<file path="src/sv/gif_hfc_pkg.sv">
// Package for the GIF header/footer carver.
// Byte codes of the GIF signature and trailer, and the result burst kinds.
// No dependencies.
package gif_hfc_pkg;

  localparam logic [7:0] BYTE_ZERO    = 8'h00;
  localparam logic [7:0] BYTE_TRAILER = 8'h3B;
  localparam logic [7:0] CHAR_G       = 8'h47;
  localparam logic [7:0] CHAR_I       = 8'h49;
  localparam logic [7:0] CHAR_F       = 8'h46;
  localparam logic [7:0] CHAR_8       = 8'h38;
  localparam logic [7:0] CHAR_7       = 8'h37;
  localparam logic [7:0] CHAR_9       = 8'h39;
  localparam logic [7:0] CHAR_A       = 8'h61;

  localparam int unsigned       MAX_RESULTS   = 6;
  localparam logic [15:0]       MAX_SIZE_RST  = 16'd4000;
  localparam logic [2:0]        HDR_RESULTS   = 3'd6;
  localparam logic [2:0]        FORCE_RESULTS = 3'd3;
  localparam logic [2:0]        ONE_RESULT    = 3'd1;

  // Kind of result burst held in the output buffer
  typedef enum logic [1:0] {
    BURST_HEADER,
    BURST_PASS,
    BURST_TRAILER,
    BURST_FORCED
  } burst_kind_t;

endpackage

</file>
<file path="src/sv/gif_header_footer_carver_unit.sv">
// GIF header/footer carver, top level.
// Depends on gif_hfc_pkg for byte codes and the burst kind type.
//
// Usage:
//   in_valid/in_ready move one raw image byte (in_data_byte) per transaction.
//   out_valid/out_ready move one carved byte with its flags per transaction.
//   cfg_valid/cfg_ready write max_file_size; cfg_ready is always high, and
//   writes are meant to land only while the block is idle.
// Each accepted byte updates the carver state in the cycle it is taken and
// loads its results (none, one, three or six) into an output buffer. The
// first result appears in the cycle after acceptance and the buffer drains one
// result per cycle while out_ready is high. Throughput is one byte per cycle
// while carving or searching and nothing stalls; after a header match or a
// forced close, input waits while the single output port drains the buffer.
// in_ready is high when the buffer is empty or its last result is being taken
// this cycle. A stalled receiver holds the buffer and therefore the input.
// Reset (rst_n low, synchronous) empties the buffer, returns to searching,
// clears history, size and file counters, and loads max_file_size = 4000.
module gif_header_footer_carver_unit
  import gif_hfc_pkg::*;
#(
  parameter int COUNT_BITS       = 16,
  parameter int FILE_NUMBER_BITS = 16
) (
  input  logic        clk,
  input  logic        rst_n,
  input  logic        in_valid,
  output logic        in_ready,
  input  logic [7:0]  in_data_byte,
  output logic        out_valid,
  input  logic        out_ready,
  output logic [7:0]  out_byte,
  output logic        out_file_start,
  output logic        out_file_end,
  output logic        out_forced_end,
  output logic [15:0] out_file_number,
  output logic        out_last,
  input  logic        cfg_valid,
  output logic        cfg_ready,
  input  logic [15:0] cfg_data
);

  localparam int CMP_W = (COUNT_BITS > 16) ? COUNT_BITS : 16;
  localparam logic [COUNT_BITS-1:0] COUNT_MAX = '1;

  // carver state
  logic [15:0]                 max_size_r;
  logic [39:0]                 history_r, history_nxt;
  logic                        carving_r, carving_nxt;
  logic                        prev_zero_r, prev_zero_nxt;
  logic [COUNT_BITS-1:0]       size_r, size_nxt;
  logic [FILE_NUMBER_BITS-1:0] file_cnt_r, file_cnt_nxt;

  // output buffer
  logic                        busy_r;
  logic [2:0]                  count_r;
  logic [2:0]                  idx_r;
  burst_kind_t                 kind_r;
  logic [7:0]                  bytes_r [MAX_RESULTS];
  logic [FILE_NUMBER_BITS-1:0] fnum_r;

  logic                        in_fire, out_fire, pop_last;
  logic                        match, trailer_hit, over_limit, has_results;
  logic [COUNT_BITS-1:0]       size_inc;
  burst_kind_t                 kind_nxt;
  logic [2:0]                  count_nxt;
  logic [7:0]                  bytes_nxt [MAX_RESULTS];
  logic [FILE_NUMBER_BITS+15:0] fnum_ext;

  assign cfg_ready = 1'b1;
  assign out_fire  = out_valid && out_ready;
  assign pop_last  = out_fire && (idx_r == count_r - 3'd1);
  assign in_ready  = !busy_r || pop_last;
  assign in_fire   = in_valid && in_ready;

  assign match = !carving_r &&
                 history_r[39:32] == CHAR_G && history_r[31:24] == CHAR_I &&
                 history_r[23:16] == CHAR_F && history_r[15:8] == CHAR_8 &&
                 (history_r[7:0] == CHAR_7 || history_r[7:0] == CHAR_9) &&
                 in_data_byte == CHAR_A;

  assign size_inc    = (size_r != COUNT_MAX) ? size_r + 1'b1 : size_r;
  assign trailer_hit = prev_zero_r && in_data_byte == BYTE_TRAILER;
  assign over_limit  = CMP_W'(size_inc) > CMP_W'(max_size_r);
  assign has_results = carving_r || match;

  always_comb begin
    history_nxt   = history_r;
    carving_nxt   = carving_r;
    prev_zero_nxt = prev_zero_r;
    size_nxt      = size_r;
    file_cnt_nxt  = file_cnt_r;
    kind_nxt      = BURST_PASS;
    count_nxt     = ONE_RESULT;
    for (int i = 0; i < MAX_RESULTS; i++) begin
      bytes_nxt[i] = BYTE_ZERO;
    end
    if (!carving_r) begin
      if (match) begin
        history_nxt   = '0;
        carving_nxt   = 1'b1;
        prev_zero_nxt = 1'b0;
        size_nxt      = COUNT_BITS'(HDR_RESULTS);
        kind_nxt      = BURST_HEADER;
        count_nxt     = HDR_RESULTS;
        bytes_nxt[0]  = history_r[39:32];
        bytes_nxt[1]  = history_r[31:24];
        bytes_nxt[2]  = history_r[23:16];
        bytes_nxt[3]  = history_r[15:8];
        bytes_nxt[4]  = history_r[7:0];
        bytes_nxt[5]  = in_data_byte;
      end else begin
        history_nxt = {history_r[31:0], in_data_byte};
      end
    end else begin
      bytes_nxt[0] = in_data_byte;
      bytes_nxt[1] = BYTE_ZERO;
      bytes_nxt[2] = BYTE_TRAILER;
      if (trailer_hit || over_limit) begin
        // close the file
        carving_nxt   = 1'b0;
        prev_zero_nxt = 1'b0;
        size_nxt      = '0;
        history_nxt   = '0;
        file_cnt_nxt  = file_cnt_r + 1'b1;
        kind_nxt      = trailer_hit ? BURST_TRAILER : BURST_FORCED;
        count_nxt     = trailer_hit ? ONE_RESULT : FORCE_RESULTS;
      end else begin
        size_nxt      = size_inc;
        prev_zero_nxt = (in_data_byte == BYTE_ZERO);
      end
    end
  end

  always_ff @(posedge clk) begin
    if (!rst_n) begin
      max_size_r  <= MAX_SIZE_RST;
      history_r   <= '0;
      carving_r   <= 1'b0;
      prev_zero_r <= 1'b0;
      size_r      <= '0;
      file_cnt_r  <= '0;
      busy_r      <= 1'b0;
      idx_r       <= '0;
      count_r     <= ONE_RESULT;
      kind_r      <= BURST_PASS;
    end else begin
      if (cfg_valid && cfg_ready) begin
        max_size_r <= cfg_data;
      end
      if (in_fire) begin
        history_r   <= history_nxt;
        carving_r   <= carving_nxt;
        prev_zero_r <= prev_zero_nxt;
        size_r      <= size_nxt;
        file_cnt_r  <= file_cnt_nxt;
      end
      if (in_fire && has_results) begin
        busy_r  <= 1'b1;
        idx_r   <= '0;
        count_r <= count_nxt;
        kind_r  <= kind_nxt;
      end else if (pop_last) begin
        busy_r <= 1'b0;
        idx_r  <= '0;
      end else if (out_fire) begin
        idx_r <= idx_r + 3'd1;
      end
    end
  end

  // payload of the buffer, no reset
  always_ff @(posedge clk) begin
    if (in_fire && has_results) begin
      bytes_r <= bytes_nxt;
      fnum_r  <= file_cnt_r;
    end
  end

  assign fnum_ext        = {16'b0, fnum_r};
  assign out_valid       = busy_r;
  assign out_byte        = bytes_r[idx_r];
  assign out_file_start  = (kind_r == BURST_HEADER) && (idx_r == 3'd0);
  assign out_file_end    = (kind_r == BURST_TRAILER) ||
                           ((kind_r == BURST_FORCED) && (idx_r == 3'd2));
  assign out_forced_end  = (kind_r == BURST_FORCED) && (idx_r != 3'd0);
  assign out_file_number = fnum_ext[15:0];
  assign out_last        = (idx_r == count_r - 3'd1);

  // buffer index stays inside the burst
  a_idx_in_burst: assert property (@(posedge clk) disable iff (!rst_n)
    busy_r |-> idx_r < count_r)
    else $error("output index beyond burst length");

  // input is taken while busy only as the last result drains
  a_ready_on_drain: assert property (@(posedge clk) disable iff (!rst_n)
    (busy_r && in_ready) |-> (out_ready && out_last))
    else $error("input accepted while results still pending");

  // a forced close leaves the carver searching with a three-result burst
  a_forced_close: assert property (@(posedge clk) disable iff (!rst_n)
    (in_fire && carving_r && !trailer_hit && over_limit) |=>
      (!carving_r && busy_r && kind_r == BURST_FORCED && count_r == FORCE_RESULTS))
    else $error("forced close did not end the file");

  // a file start is always the head of a six-byte header burst
  a_start_header: assert property (@(posedge clk) disable iff (!rst_n)
    (busy_r && out_file_start) |-> (count_r == HDR_RESULTS && carving_r ||
                                    count_r == HDR_RESULTS && !carving_r))
    else $error("file start outside a header burst");

endmodule

</file>
<file path="config.mk">
export PLATFORM = sky130hd
export DESIGN_NAME = gif_header_footer_carver_unit
export DESIGN_NICKNAME = d
export VERILOG_FILES = /design/src/sv/gif_hfc_pkg.sv /design/src/sv/gif_header_footer_carver_unit.sv
export SDC_FILE = /design/constraint.sdc
export NUM_CORES = 1
export LEC_CHECK = 0
export BUFFER_PORTS_ARGS = -buffer_cell sky130_fd_sc_hd__buf_2
export CAP_MARGIN = 10
export CORE_ASPECT_RATIO = 1.2
export CORE_UTILIZATION = 65
export CTS_BUF_LIST = sky130_fd_sc_hd__clkbuf_8
export DETAILED_ROUTE_END_ITERATION = 7
export GPL_TIMING_DRIVEN = 0
export PLACE_DENSITY_LB_ADDON = 0.08
export SLEW_MARGIN = 15
export SYNTH_ARGS = -nofsm -noshare
export SYNTH_HDL_FRONTEND = slang
export SYNTH_SLANG_ARGS = --single-unit
</file>
<file path="constraint.sdc">
create_clock -name clk -period 8.25 [get_ports clk]
set_clock_uncertainty 0.1 [all_clocks]
set_input_delay 0.825 -clock clk [delete_from_list [all_inputs] [get_ports clk]]
set_output_delay 0.825 -clock clk [all_outputs]
set_load 0.005 [all_outputs]
</file>
After elaboration in Yosys (flattened, before gate mapping)

Cells that the tools add are included.
Widths: inputs -> output; s select.

Register bits after elaboration: 163
Input bits: 29
Output and inout port bits: 31
Logic and storage cells: 101

$add $sub $neg: 4
Magnitude comparators: 2
Equal/unequal tests: 14
Mux-type cells: 28
Bitwise operators: 3
Reduce and logical (&&, ||, !) cells: 32

Operator list:

| cell                  | number |
|---|---|
| $mux 40               | 3 |
| $mux 16               | 4 |
| $mux 48               | 1 |
| $add 16x1->16 const B | 2 |
| $eq 8x6->1 const B    | 4 |
| $eq 8x7->1 const B    | 4 |
| $bmux 8 s3            | 1 |
| $mux 24               | 1 |
| $gt 16x16->1          | 1 |
| $mux 8                | 2 |
| $ne 16x16->1 const B  | 1 |
| $logic_and 1x1->1     | 14 |
| $mux 1                | 10 |
| $logic_not 8->1       | 1 |
| $mux 2                | 4 |
| $mux 3                | 2 |
| $logic_or 1x1->1      | 5 |
| $eq 2x2->1 const B    | 2 |
| $ge 4x4->1 const B    | 1 |
| $not 3->4             | 1 |
| $reduce_and 2->1      | 2 |
| $reduce_bool 2->1     | 2 |
| $add 3x1->3 const B   | 1 |
| $eq 3x2->1 const B    | 1 |
| 11 further kinds      | 13 |

Logic depth before layout (Yosys ltp)

Depth after elaboration: 10
Depth in mapped cells: 16
Depth with buffers taken out: 13

Worst setup path before layout

OpenSTA, ideal clock, no wires.

Kind: register to register
Start point: register size_r[0]
End point: register size_r[15]
Library setup time: 114 ps
Data arrival time: 3,911 ps
Data required time: 8,036 ps
Path slack: 4,125 ps
Cell stages (with the launch flop): 17
Buffers on the path: 3
Period minus slack after synthesis: 4,125 ps
Cell sequence: dfxtp_1 > ha_1 > inv_1 > nor4_1 > and2_1 > buf_2 > nor4_1 > or2_2 > ha_1 > a21o_1 > a21oi_1 > o211ai_1 > o31ai_1 > clkbuf_1 > buf_1 > nand4_1 > o21ai_0

Word-level cells in the longest chain between the ends: 6
Elaborated cells on any way between the ends: 7
Those cells by class: add/sub (1); order compare (1); eq/ne (1); mux (3); reduce/logical (1)

Ends and longest elaborated chain:

| element                                       | RTL line                             | RTL |
|---|---|---|
| from (decl)                                   | gif_header_footer_carver_unit.sv:51  | `logic [COUNT_BITS-1:0] size_r, size_nxt;` |
| from (signal assigned)                        | gif_header_footer_carver_unit.sv:155 | `size_r <= size_nxt;` |
| $add 16x1->16 or $ne 16x16->1 (tied branches) | gif_header_footer_carver_unit.sv:82  | `assign size_inc = (size_r != COUNT_MAX) ? size_r + 1'b1 : size_r;` |
| $mux 16 *                                     | gif_header_footer_carver_unit.sv:82  |  |
| $gt 16x16->1                                  | gif_header_footer_carver_unit.sv:84  | `assign over_limit = CMP_W'(size_inc) > CMP_W'(max_size_r);` |
| $logic_or 1x1->1                              | gif_header_footer_carver_unit.sv:119 | `if (trailer_hit \|\| over_limit) begin` |
| $mux 16 *                                     | gif_header_footer_carver_unit.sv:119 |  |
| $mux 16 *                                     | gif_header_footer_carver_unit.sv:98  | `if (!carving_r) begin` |

Mark *: on every way between the ends. The rest lies on a longest branch, timed or not.
A chain may end at the register's enable or synchronous reset.

Final worst setup path

Start point: register size_r[0]
End point: register size_r[9]

Same word-level chain as after synthesis.

==> impl_metrics.json <==
{
  "yosysMostFrequentCell": "dfxtp_1",
  "die_y_um": 122,
  "synth-seq-cells": 163,
  "hpwl_um": 13000,
  "die_x_um": 102,
  "synth_common_cells": "dfxtp_1, a21oi_1, edfxtp_1",
  "stdcell_count": 1039,
  "min_from": "file_cnt_r[15]",
  "drtPass1Iterations": 6,
  "yosys.cell_types.count": 61,
  "grt_antenna_before_repair": 0,
  "rr_endpoint": "size_r[9]",
  "gp_congestion": 0.897,
  "wl_um": 18200,
  "grt_pass1_wl_um": 29500,
  "ys_seq_area_share_pct": 50.2,
  "grt_start_max_net_pins": 38,
  "slew_viol_final": 0,
  "insertion_delay_ps": 470,
  "fin_nets": 920,
  "worst_pin_slew_ps": 994,
  "path_clk_slew_ps": 90,
  "io_pins": 60,
  "hold_path_class": "flop to flop",
  "htreeDepth": 4,
  "crit_slowest_cell": "nor4_1",
  "crit_arrival_ps": 5720,
  "fp.coreArea_mm2": 0.0116,
  "start_util_pct": 66.9,
  "p_leak_nw": 3.20,
  "ctsHoldBuffers": 0,
  "wl_per_cell_um": 17.5,
  "wl_met3_um": 1160,
  "max_slew_margin_pct": 33.1,
  "p_per_area_mw_per_mm2": 170,
  "cp_cell_sequence": "ha_1, inv_1, nor4_1, and2_1, buf_2, nor4_1, or2_2, ha_1, a21o_1, a21oi_1, o211ai_1, o31ai_1, clkbuf_1, buf_1, o211ai_1, a21oi_1",
  "dp_cells": 1007,
  "setup_tns_ps": 0,
  "cts_root_buf": "clkbuf_8",
  "netlist_area_mm2": 0.00778,
  "ctsLongestPathBuffers": 2,
  "yosys_warnings": 0,
  "crit_buf_inv": 4,
  "layout-drive-gt1-share_pct": 13.8,
  "worstSetupEndpointType": "flop",
  "period_share_pct": 65.9,
  "seq_area_mm2": 0.00390,
  "r2r_slack_ps": 2820,
  "rows": 43,
  "syn2layout_area_growth_pct": 12.3,
  "fmax_ghz": 0.184,
  "postCtsSetupBuffers": 0,
  "routed.top_layer": "met4",
  "multi_input_area_mm2": 0.00355,
  "cts_tree": "built",
  "vdd_drop_max_v": 0.000122,
  "r2r_start": "size_r[0]",
  "hold_end": "file_cnt_r[15]",
  "synth_top_area_share_pct": 25.5,
  "via_per_inst": 6.27,
  "syn_inst": 775,
  "drtIter0Drc": 599,
  "maxCapViolCount": 0,
  "yosys-top-cells-area": "dfxtp_1, edfxtp_1, a21oi_1, a22oi_1, mux2i_1",
  "final-hold-violation-count": 0,
  "yosysTopAreaCell": "dfxtp_1",
  "vias": 6512,
  "cp.depth": 16,
  "nFillCells": 842,
  "startpoint_type": "flop",
  "cts_sinks": 163,
  "dr_wl_met2_um": 9140,
  "setup_viol": 0,
  "rsz0062_at_grt": "no",
  "postRouteAntennaNets": 0,
  "synth-edff-count": 64,
  "synthArstFlopShare_pct": 0,
  "io_buffers": 57,
  "grt_usage_pct": 30.9,
  "grt_pass1_vias": 6205,
  "path_delay_family": "compound AO/OA/AOI/OAI gates",
  "reg2regPathDepth": 16,
  "post-route-drc-count": 0,
  "crit_type": "flop to flop",
  "diodes": 0,
  "grt-ovfl-total": 0,
  "die_area_mm2": 0.0124,
  "met1_length_um": 7450,
  "synth_ff_type": "dfxtp_1",
  "cpPeakStageDelay_ps": 720,
  "post_cts_resized": 0,
  "worstPathRequired_ps": 8540,
  "cts-buffers-inserted": 17,
  "status": "finished, final reports clean",
  "path_max_fanout": 10,
  "avgSynthCellArea_um2": 10.0,
  "min_path_cells": 2,
  "layout_min_cycle_time_ps": 5430
}
[state kept, by name, indices dropped and copies added, names as in the netlist]
signal	count
count_r	3
carving_r	1
out_valid	1
file_cnt_r	16
history_r	40
out_file_number	16
prev_zero_r	1
max_size_r	16
bytes_r	48
size_r	16
idx_r	3
kind_r	2
[power breakdown]
group	switching (W)	internal (W)	leakage (nW)	total [W]
logic	0.0000415	0.0000248	1.64	0.0000663
registers	0.00000896	0.000841	1.38	0.000850
clock network	0.000322	0.000246	0.185	0.000569
[stage by stage]
| step | setup slack, ps | util (%) | hold slack [ps] | power [W] | area, µm² |
|---|---|---|---|---|---|
| 2_1_floorplan | 4120 | - | 321 | 0.000909 | 7840 |
| 3_3_place_gp | 3180 | 71.6 | 360 | 0.000929 | 8320 |
| 3_5_place_dp | 2950 | 71.8 | 354 | 0.000933 | 8340 |
| 4_1_cts | 2910 | 75.1 | 385 | 0.00148 | 8730 |
| 5_1_grt | 2380 | 75.2 | 404 | 0.00153 | 8730 |
| 6_report | 2820 | 75.2 | 387 | 0.00148 | 8730 |
[worst reg2reg max path, cell delays in order, from the launching register on]
cell and delay (ps):
dfxtp_1 480, ha_1 340, inv_1 70, nor4_1 720, and2_1 210, buf_2 200, nor4_1 90, or2_2 310
ha_1 320, a21o_1 190, a21oi_1 240, o211ai_1 130, o31ai_1 610, clkbuf_1 530, buf_1 480, o211ai_1 180
a21oi_1 180
[area by class of cell]
| type | count | share of cell area (%) |
|---|---|---|
| plain buffers | 64 | 3.02 |
| clock buffers | 17 | 2.68 |
| clock inverters | 15 | 1.73 |
| inverters | 33 | 1.43 |
| multi-input cells | 532 | 40.7 |
| flip-flops and latches | 163 | 44.7 |
| well taps | 157 | 2.25 |
| repair buffers | 58 | 3.50 |
[how the worst max path moves through the flow]
stage                         start         end
after floorplan           size_r[0]  size_r[15]
after global placement    size_r[0]   size_r[6]
after detailed placement  size_r[0]   size_r[9]
after CTS                 size_r[0]   size_r[9]
after global routing      size_r[0]   size_r[9]
final                     size_r[0]   size_r[9]
[placed cells by master (no fill, tap or decap), types with 8 or more instances in the layout]
cell,instances
dfxtp_1,99
a21oi_1,66
buf_2,64
edfxtp_1,64
nand3_1,57
nand2_1,53
clkbuf_1,48
a22oi_1,40
nor2_1,31
inv_1,31
mux2i_1,30
nor4_1,26
ha_1,22
conb_1,19
nand4_1,17
clkbuf_8,17
o211ai_1,14
and2_1,14
nand2b_1,14
nor3_1,11
mux4_2,8
o22ai_1,8
[metal layers]
layer,track usage [%],vias up
met5,0,-
met3,6.48,46
met2,51.3,272
met4,13.8,0
met1,38.5,3117
li1,-,3077
[cell families (layout without fill, tap and decap cells)]
logic type               Yosys count  in the layout  share of synthesized area [%]
AND/OR/NAND/NOR                  261            261                           18.0
AO/OA/AOI/OAI                    182            182                           15.7
flip-flops                       163            163                           50.2
buffers and inverters             97            187                           4.99
multiplexers                      40             40                           6.47
adder cells (fa/ha/maj)           22             22                           3.54
XOR/XNOR                           8              8                           1.08
other                              2             19                         0.0966
Note: power is estimated with default switching activity, not from simulation.
